<file path="config.mk">
export PLATFORM = sky130hd
export DESIGN_NAME = stable_min_priority_queue_unit
export DESIGN_NICKNAME = d
export VERILOG_FILES = /design/src/rtl/smpq_pkg.sv /design/src/rtl/smpq_cell.sv /design/src/rtl/stable_min_priority_queue_unit.sv
export VERILOG_INCLUDE_DIRS = /design/src /design/src/rtl
export SDC_FILE = /design/constraint.sdc
export NUM_CORES = 2
export LEC_CHECK = 0
export BUFFER_PORTS_ARGS = -buffer_cell sky130_fd_sc_hd__buf_2
export CAP_MARGIN = 20
export CORE_ASPECT_RATIO = 1.2
export CORE_MARGIN = 8
export CORE_UTILIZATION = 45
export CTS_CLUSTER_SIZE = 28
export DETAILED_ROUTE_END_ITERATION = 12
export RECOVER_POWER = 50
export SYNTH_ARGS = -nofsm -noshare
export SYNTH_HDL_FRONTEND = slang
export SYNTH_SLANG_ARGS = --single-unit
</file>
<file path="constraint.sdc">
create_clock -name clk -period 18.58 [get_ports clk]
set_input_delay 0 -clock clk [delete_from_list [all_inputs] [get_ports clk]]
set_output_delay 0 -clock clk [all_outputs]
set_load 0.02 [all_outputs]
</file>
<file path="src/rtl/assert_macros.svh">
// Assertion macros for the RTL files, used by the queue top level.
`ifndef ASSERT_MACROS_SVH
`define ASSERT_MACROS_SVH

// Same-cycle implication, disabled during reset.
`define ASSERT_SAME(lbl, ante, cons) \
	lbl: assert property (@(posedge clk) disable iff (!arst_n) (ante) |-> (cons)) \
		else $error("assertion failed: same-cycle check");

// Next-cycle implication, disabled during reset.
`define ASSERT_NEXT(lbl, ante, cons) \
	lbl: assert property (@(posedge clk) disable iff (!arst_n) (ante) |=> (cons)) \
		else $error("assertion failed: next-cycle check");

`endif

</file>
<file path="src/rtl/smpq_pkg.sv">
// Types and constants of the stable minimum priority queue.
`timescale 1ns / 1ps
package smpq_pkg;

	localparam int DEPTH = 16;

	localparam logic KIND_INSERT = 1'b0;
	localparam logic KIND_DELETE = 1'b1;

	localparam logic [1:0] ST_DONE      = 2'd0;
	localparam logic [1:0] ST_UNDERFLOW = 2'd1;
	localparam logic [1:0] ST_FULL      = 2'd2;

	localparam logic signed [31:0] INT_MIN = 32'sh8000_0000;

	typedef struct packed {
		logic               kind;
		logic signed [31:0] item_value;
		logic signed [15:0] item_rank;
	} req_item_t;

	typedef struct packed {
		logic [1:0]         status;
		logic signed [31:0] removed_value;
	} rsp_item_t;

	typedef struct packed {
		logic               occ;
		logic signed [31:0] value;
		logic signed [15:0] prio;
	} entry_t;

	typedef struct packed {
		logic               ins;
		logic               del;
		logic signed [31:0] value;
		logic signed [15:0] prio;
	} cell_ctrl_t;

endpackage

</file>
<file path="src/rtl/smpq_cell.sv">
// One queue cell: holds an entry and shifts toward or away from the front.
`timescale 1ns / 1ps
module smpq_cell (
	input  logic               clk,
	input  logic               arst_n,
	input  smpq_pkg::cell_ctrl_t ctrl,
	input  smpq_pkg::entry_t   prev_entry,
	input  logic               prev_stay,
	input  smpq_pkg::entry_t   next_entry,
	output smpq_pkg::entry_t   entry,
	output logic               stay
);
	import smpq_pkg::*;

	logic               occ_q;
	logic signed [31:0] value_q;
	logic signed [15:0] prio_q;

	assign entry = '{occ: occ_q, value: value_q, prio: prio_q};
	assign stay  = occ_q && ($signed(prio_q) <= $signed(ctrl.prio));

	always_ff @(posedge clk or negedge arst_n) begin
		if (!arst_n) begin
			occ_q <= 1'b0;
		end else if (ctrl.ins && !stay) begin
			occ_q <= prev_stay ? 1'b1 : prev_entry.occ;
		end else if (ctrl.del) begin
			occ_q <= next_entry.occ;
		end
	end

	always_ff @(posedge clk) begin
		if (ctrl.ins && !stay) begin
			if (prev_stay) begin
				value_q <= ctrl.value;
				prio_q  <= ctrl.prio;
			end else begin
				value_q <= prev_entry.value;
				prio_q  <= prev_entry.prio;
			end
		end else if (ctrl.del) begin
			value_q <= next_entry.value;
			prio_q  <= next_entry.prio;
		end
	end

endmodule

</file>
<file path="src/rtl/stable_min_priority_queue_unit.sv">
// Top level of the stable minimum priority queue: a row of sorted cells.
//
//   channel  direction  payload     handshake
//   req      in         req_item_t  req_valid / req_stall
//   rsp      out        rsp_item_t  rsp_valid / rsp_stall
//
// One item per cycle while req_stall is low: every cell compares, and cells shift in the cycle of the transfer.
// The result is registered and appears the cycle after the request transfer.
// Reset empties the queue at once; no clearing pass.
// A held result stalls the request side only while rsp_stall is high.
`timescale 1ns / 1ps
`include "assert_macros.svh"
module stable_min_priority_queue_unit (
	input  logic                clk,
	input  logic                arst_n,
	input  logic                req_valid,
	output logic                req_stall,
	input  smpq_pkg::req_item_t req,
	output logic                rsp_valid,
	input  logic                rsp_stall,
	output smpq_pkg::rsp_item_t rsp
);
	import smpq_pkg::*;

	entry_t            cells [DEPTH];
	logic [DEPTH-1:0]  stay;
	logic [DEPTH-1:0]  occ;
	cell_ctrl_t        ctrl;
	logic              acc;
	logic              full;
	logic              empty;
	logic              rsp_valid_q;
	rsp_item_t         rsp_q;
	entry_t            no_entry;

	assign no_entry  = '{occ: 1'b0, value: '0, prio: '0};
	assign req_stall = rsp_valid_q && rsp_stall;
	assign acc       = req_valid && !req_stall;
	assign full      = occ[DEPTH-1];
	assign empty     = !occ[0];

	assign ctrl.ins   = acc && (req.kind == KIND_INSERT) && !full;
	assign ctrl.del   = acc && (req.kind == KIND_DELETE) && !empty;
	assign ctrl.value = req.item_value;
	assign ctrl.prio  = req.item_rank;

	for (genvar i = 0; i < DEPTH; i++) begin : g_cell
		assign occ[i] = cells[i].occ;
		smpq_cell u_cell (
			.clk        (clk),
			.arst_n     (arst_n),
			.ctrl       (ctrl),
			.prev_entry ((i == 0) ? no_entry : cells[(i == 0) ? 0 : i - 1]),
			.prev_stay  ((i == 0) ? 1'b1 : stay[(i == 0) ? 0 : i - 1]),
			.next_entry ((i == DEPTH - 1) ? no_entry : cells[(i == DEPTH - 1) ? i : i + 1]),
			.entry      (cells[i]),
			.stay       (stay[i])
		);
	end

	always_ff @(posedge clk or negedge arst_n) begin
		if (!arst_n) begin
			rsp_valid_q <= 1'b0;
		end else if (acc) begin
			rsp_valid_q <= 1'b1;
		end else if (!rsp_stall) begin
			rsp_valid_q <= 1'b0;
		end
	end

	always_ff @(posedge clk) begin
		if (acc) begin
			if (req.kind == KIND_DELETE) begin
				rsp_q.status        <= empty ? ST_UNDERFLOW : ST_DONE;
				rsp_q.removed_value <= empty ? INT_MIN : cells[0].value;
			end else begin
				rsp_q.status        <= full ? ST_FULL : ST_DONE;
				rsp_q.removed_value <= '0;
			end
		end
	end

	assign rsp_valid = rsp_valid_q;
	assign rsp       = rsp_q;

	`ASSERT_SAME(a_occ_thermo, 1'b1, ((occ + DEPTH'(1)) & occ) == '0)
	`ASSERT_NEXT(a_rsp_after_transfer, acc, rsp_valid)
	`ASSERT_NEXT(a_underflow, acc && req.kind == KIND_DELETE && empty, rsp.status == ST_UNDERFLOW)
	`ASSERT_NEXT(a_full_drop, acc && req.kind == KIND_INSERT && full, $stable(occ))

endmodule
</file>
; ---- Word level (Yosys, flattened, before mapping)
; Cells that the tools add are included.
[word_totals]
register_bits = 819
in_bits = 53
out_inout_bits = 36
wordCells = 290
[classes]
n_lt_le_gt_ge = 16
n_eq_ne = 1
mux = 147
n_bitwise = 1
n_reduce_logical = 73
[op_table]
columns = op, n
row1 = 32-bit two-way mux, 48
row2 = 16-bit two-way mux, 47
row3 = 16-bit <= comparator, 16
row4 = 1-bit two-way mux, 50
row5 = 1-bit logical AND, 38
row6 = 34-bit two-way mux, 1
row7 = 2-bit nonzero test, 16
row8 = 1-bit zero test, 18
row9 = 2-bit two-way mux, 1
row10 = 2-bit by 1-bit != test with 1-bit output (second input constant), 1
row11 = 2-bit AND reduction, 1
row12 = 1-bit NOT, 1

; ---- Logic depth before layout (Yosys ltp)
[logic_depth]
word_depth = 7
ltp_mapped = 12
ltp_nobuf = 9

; ---- Hierarchy
; A second synthesis with hierarchy kept.
[hier_totals]
cells_unflattened = 3672
area_unflattened_um2 = 54499.8
[modules_own_cells]
columns = module, instances, cells_per_inst, area_each_um2, seq_area_each_um2
row1 = smpq_cell (g_cell[1].u_cell ...), 9, 223, 3284.4, 1466.4
row2 = smpq_cell (g_cell[0].u_cell ...), 7, 226, 3367.0, 1466.4
row3 = stable_min_priority_queue_unit, 1, 83, 1371.3, 1046.0

; ---- Worst setup path before layout
; No wires, ideal clock.
[synth_timing]
path_kind = register to register
startpoint = register g_cell[1].u_cell.prio_q[15]
endpoint = register g_cell[1].u_cell.prio_q[0] (enable)
setup_time_ns = 0.522
arrival_time_ns = 5.420
t_required_ns = 18.058
slack_ns = 12.638
stages_incl_launch_ff = 10
path_buffers = 2
period_less_slack_ns = 5.942
path_cell_list = edfxtp_1 > ha_1 > nand4_1 > nor4_2 > a21boi_1 > nor4b_2 > a31o_2 > buf_6 > buf_6 > o21ai_0
[synth_between]
elab_chain_len = 5
[synth_rtl]
columns = element, line
row1 = start: declaration, smpq_cell.sv:17  ; logic signed [15:0] prio_q;
row2 = start signal: assignment, smpq_cell.sv:36  ; prio_q <= ctrl.prio;
row3 = start signal: assignment, smpq_cell.sv:39  ; prio_q <= prev_entry.prio;
row4 = start signal: assignment, smpq_cell.sv:43  ; prio_q <= next_entry.prio;
row5 = 16-bit <= comparator, smpq_cell.sv:20  ; assign stay = occ_q && ($signed(prio_q) <= $signed(ctrl.prio));
row6 = 1-bit logical AND, smpq_cell.sv:20
row7 = 1-bit zero test, smpq_cell.sv:33  ; if (ctrl.ins && !stay) begin
row8 = 1-bit logical AND, smpq_cell.sv:33
row9 = 2-bit nonzero test (no line), -
; No other way between the ends.
; A chain may end at the register's enable or synchronous reset.

; ---- Worst setup path after layout
[layout_timing]
startpoint = input port req[10] in the netlist's numbering
endpoint = register g_cell[10].u_cell.value_q[13] (enable)
[layout_between]
elab_chain_len = 5
[layout_rtl]
columns = element, line
row1 = start: declaration, stable_min_priority_queue_unit.sv:18  ; input smpq_pkg::req_item_t req,
row2 = 16-bit <= comparator, smpq_cell.sv:20
row3 = 1-bit logical AND, smpq_cell.sv:20
row4 = 1-bit zero test, smpq_cell.sv:33
row5 = 1-bit logical AND, smpq_cell.sv:33
row6 = 2-bit nonzero test (no line), -
row7 = end signal: assignment, smpq_cell.sv:35  ; value_q <= ctrl.value;
row8 = end signal: assignment, smpq_cell.sv:38  ; value_q <= prev_entry.value;
row9 = end signal: assignment, smpq_cell.sv:42  ; value_q <= next_entry.value;
row10 = end: declaration, smpq_cell.sv:16  ; logic signed [31:0] value_q;
; No other way between the ends.

==> impl_summary.txt <==
----------------------------------------------------
[Floorplan]
  Top-level port count ... 89
  Row Count ... 132
  Width of the chip ... 317 µm
  Die extent in y ... 377 µm
  Effective utilization at floorplan ... 0.453
  Total core area ... 108000 µm²
  DIE AREA ... 119000 µm²

[Drt]
  Remaining design rule violation count ... 0
  Number of optimization iterations in the first detailed-route pass ... 9
  Via count ... 36700
  DRT Wirelength ... 142 mm
  Post-detailed-route wirelength per cell ... 23.7 µm
  Routed vias/inst ... 6.13
  DRT antenna net count ... 0
  DRC violation total after the first TritonRoute iteration ... 2908

[Critical path]
  Count of cells along the worst register-to-register path ... 10
  Critical path's largest stage delay ... 3.07 ns
  Arrival time of data at the critical path endpoint ... 8.19 ns
  Worst path slowest cell ... sky130_fd_sc_hd__clkbuf_1
  Required time at the endpoint of the critical path ... 18.59 ns
  Reg-to-reg setup timing slack ... 11.15 ns
  List of cells traversed by the critical path ... dlygate4sd3_1 -> clkbuf_1 -> inv_1 -> ha_1 -> nand4_1 -> or4_1 -> nor2_1 -> a21oi_1 -> a31oi_4 -> clkbuf_1 -> nand2_4
  Category of the most critical setup path ... in2reg
  Crit path capture type ... flop
  Most common cell type on the critical path ... sky130_fd_sc_hd__clkbuf_1
  Crit path max-delay family ... buffers and inverters
  Number of buffer and inverter stages on the critical path ... 4
  Crit path launch type ... primary input
  Maximum fanout encountered on the critical timing path ... 99
  FF-to-FF End ... g_cell[0].u_cell.value_q[8]
  Start of the worst register-to-register path ... g_cell[0].u_cell.prio_q[15]

[Timing]
  Worst Clk Skew ... 0.0196 ns
  Achievable clock frequency ... 122 MHz
  Final Hold Vio Count ... 0
  Final setup TNS ... 0 ns
  Slew of the pin with the lowest slew margin ... 4.41 ns
  Least setup slack across all paths after layout ... 10.41 ns
  Number of failing setup endpoints in the final timing report ... 0
  Final number of max-transition violations ... 1508
  Min Clock Period, post-route ... 8.17 ns
  Max-slew headroom ... -1.94
  Unrepaired setup endpoints after global routing ... false
  Post-route clock period utilization ... 0.440

[Place]
  Gp weighted congestion ... 0.895
  DP Worst Slack ... 13.58 ns
  Detailed placer's ending HPWL ... 93.4 mm
  Buffers added on ports ... 88
  Number of instances in the placed design ... 5751

[Global routing]
  Maximum number of pins on one net before global-route repair ... 176
  Remaining global-route overflow ... 0
  Via count of the first global-routing pass ... 37000
  Global-route wire length before repair ... 220 mm
  Number of antenna violations at the first check in global routing ... 1
  Combined global-route utilization of all metal layers ... 0.232

[Clocking]
  Library cell used as clock root buffer ... sky130_fd_sc_hd__clkbuf_16
  Clock latency reported for the late side of the worst-skew pair ... 0.67 ns
  Sink count of the clock tree ... 819
  Clock transition time at the flip-flop clock pins of the worst setup and hold paths ... 0.06 ns
  Largest buffer count on any clock path ... 3
  Clock tree from TritonCTS ... built
  CTS buffer count ... 94
  Count of instances resized after the clock tree is built ... 0
  Count of H-tree levels built during CTS ... 3

[Synth]
  Summed instance area of the synthesized netlist ... 48800 µm²
  Synthesized netlist net count ... 4898
  Number of enable-type register cells in the synthesized netlist ... 802
  Fraction of synthesis flops using an asynchronous set or reset pin ... 0.0208
  Gate count of the mapped netlist ... 4605
  Share of the yosys chip area belonging to registers ... 0.502
  Seq cells post-synth ... 819
  Yosys warning total ... 0
  Most instantiated flip-flop cell in the synthesis netlist ... sky130_fd_sc_hd__edfxtp_1
  Post-synth cell types ... 74
  Average footprint of a synthesized cell ... 10.6 µm²

[Run status]
  Violated checks ... max-capacitance violations, max-slew violations
  Run status ... complete, but fails checks

[Min path]
  Depth of the worst hold-timing path ... 4
  Hold_sp ... req[0]
  End of the worst hold path ... g_cell[5].u_cell.prio_q[0]
  Class of the tightest hold or removal check ... in2reg

[Power]
  PD cells ... 129 nW/µm²
  Pleak ... 20.3 nW
  Maximum resistive drop on vdd ... 74.8 µV

[Finish]
  Non-Filler Instances ... 5981
  Share of cells above drive strength 1 ... 0.106
  Number of filler cells placed in the layout ... 9889
  Layout Area Growth over Synthesis ... 9.27%
  Final cell utilization of the core ... 0.495
  Net count, final ... 4786

[Flow run]
  Max-cap violations ... 33

----------------------------------------------------
-- registers in the layout (all words and copies together) (netlist names) --
signal / count
rsp_valid: 1
g_cell.u_cell.value_q: 512
g_cell.u_cell.occ_q: 16
rsp: 34
g_cell.u_cell.prio_q: 256
-- power by group --
group | internal [W] | total [W] | switching [W]
Combinational | 0.000806 | 0.00213 | 0.00133
Sequential | 0.00260 | 0.00288 | 0.000283
Clock | 0.00106 | 0.00185 | 0.000793
Total | 0.00446 | 0.00686 | 0.00240
-- cell usage after synthesis, drive strengths merged, types with 4 or more instances --
master / instances / area share
o21ai: 407 / 0.042
nor3: 21 / 0.0023
mux2i: 441 / 0.090
a211oi: 12 / 0.0018
a21oi: 503 / 0.052
o211ai: 18 / 0.0029
a221o: 4 / 0.00082
and3: 40 / 0.0051
a31oi: 105 / 0.014
nand2b: 60 / 0.0077
a21boi: 7 / 0.0011
buf: 119 / 0.014
and2: 6 / 0.00077
nand3b: 36 / 0.0055
nand4: 40 / 0.0053
clkbuf: 302 / 0.023
nand2: 423 / 0.033
nor2: 290 / 0.022
a2111oi: 52 / 0.0094
nor2b: 17 / 0.0022
o21a: 9 / 0.0014
nand3: 215 / 0.022
or4: 5 / 0.00085
inv: 50 / 0.0038
o22ai: 4 / 0.00051
dfrtp: 17 / 0.0087
nor4: 10 / 0.0014
and4: 7 / 0.0013
ha: 240 / 0.061
mux2: 238 / 0.055
o31ai: 22 / 0.0036
a21o: 28 / 0.0043
or3: 18 / 0.0023
edfxtp: 802 / 0.49
-- layout by cell type (no fill, tap or decap), types with 18 or more instances in the layout --
cell,count
sky130_fd_sc_hd__edfxtp_1,802
sky130_fd_sc_hd__a21oi_1,501
sky130_fd_sc_hd__mux2i_1,441
sky130_fd_sc_hd__nand2_1,417
sky130_fd_sc_hd__o21ai_0,389
sky130_fd_sc_hd__nor2_1,290
sky130_fd_sc_hd__ha_1,239
sky130_fd_sc_hd__mux2_2,221
sky130_fd_sc_hd__nand3_1,212
sky130_fd_sc_hd__a31oi_1,104
sky130_fd_sc_hd__clkbuf_1,97
sky130_fd_sc_hd__clkbuf_16,96
sky130_fd_sc_hd__nand2b_1,57
sky130_fd_sc_hd__dlygate4sd3_1,52
sky130_fd_sc_hd__buf_2,51
sky130_fd_sc_hd__a2111oi_0,50
sky130_fd_sc_hd__inv_1,47
sky130_fd_sc_hd__buf_4,45
sky130_fd_sc_hd__nand4_1,39
sky130_fd_sc_hd__and3_1,39
sky130_fd_sc_hd__nand3b_1,36
sky130_fd_sc_hd__a21o_1,28
sky130_fd_sc_hd__o31ai_1,22
sky130_fd_sc_hd__clkinv_1,21
sky130_fd_sc_hd__nor3_1,18
-- worst max-delay path by stage --
| stage | from | endpoint | slack [ns] | cells after the start |
|---|---|---|---|---|
| floorplan | g_cell[1].u_cell.prio_q[15] | g_cell[1].u_cell.prio_q[0] | 12.64 | 9 |
| global placement | req[15] | g_cell[6].u_cell.value_q[14] | 13.70 | 13 |
| detailed placement | req[15] | g_cell[6].u_cell.value_q[13] | 13.58 | 13 |
| CTS | req[15] | g_cell[6].u_cell.prio_q[11] | 13.74 | 14 |
| global route | req[10] | g_cell[10].u_cell.value_q[13] | 9.76 | 11 |
| finish | req[10] | g_cell[10].u_cell.value_q[13] | 10.41 | 11 |
-- timing repair --
item,4_1_cts,5_1_grt
buffers inserted,0,0
hold buffers,53,0
hold endpoints to repair,472,0
-- tightest hold or removal path: stages --
cell	delay (ns)
sky130_fd_sc_hd__buf_2	0.09
sky130_fd_sc_hd__buf_4	0.25
sky130_fd_sc_hd__nand2_1	0.12
sky130_fd_sc_hd__a31oi_1	0.08
-- routing by layer --
layer,vias to the layer above,routed length [µm],track usage
li1,17100,-,-
met1,18400,59500,0.296
met2,968,71800,0.409
met3,272,6010,0.0255
met4,2,4490,0.0784
met5,-,13,0
-- layout make-up --
type / instances / area [µm²] / area share
Antenna cell: 1 / 2.50 / 0.0000469
Clock buffer: 132 / 2570 / 0.0481
Clock inverter: 44 / 407 / 0.00762
Inverter: 50 / 188 / 0.00352
Multi-Input combinational cell: 3315 / 22600 / 0.423
Sequential cell: 819 / 24500 / 0.459
Tap cell: 1407 / 1760 / 0.0330
Timing Repair Buffer: 213 / 1370 / 0.0257
-- cell families after synthesis --
group,Yosys count,synth area share
buffers and inverters,471,0.0406
xor gates and xnor gates,1,0.000179
adders and majority gates,240,0.0615
and+or+nand+nor,1194,0.112
muxes,679,0.145
DFF,819,0.502
AOI/OAI and AO/OA,1201,0.138
-- through the flow --
stage	hold slack [ns]	total power [W]	cell area, µm²
final	0.0665	0.00686	53400
after global routing	0.0692	0.00723	53400
after CTS	0.0238	0.00686	53700
after detailed placement	0.0402	0.00500	50200
after global placement	0.0454	0.00494	50200
after floorplan	-0.296	0.00434	48800
No activity file was read; power rests on OpenSTA's default activity.
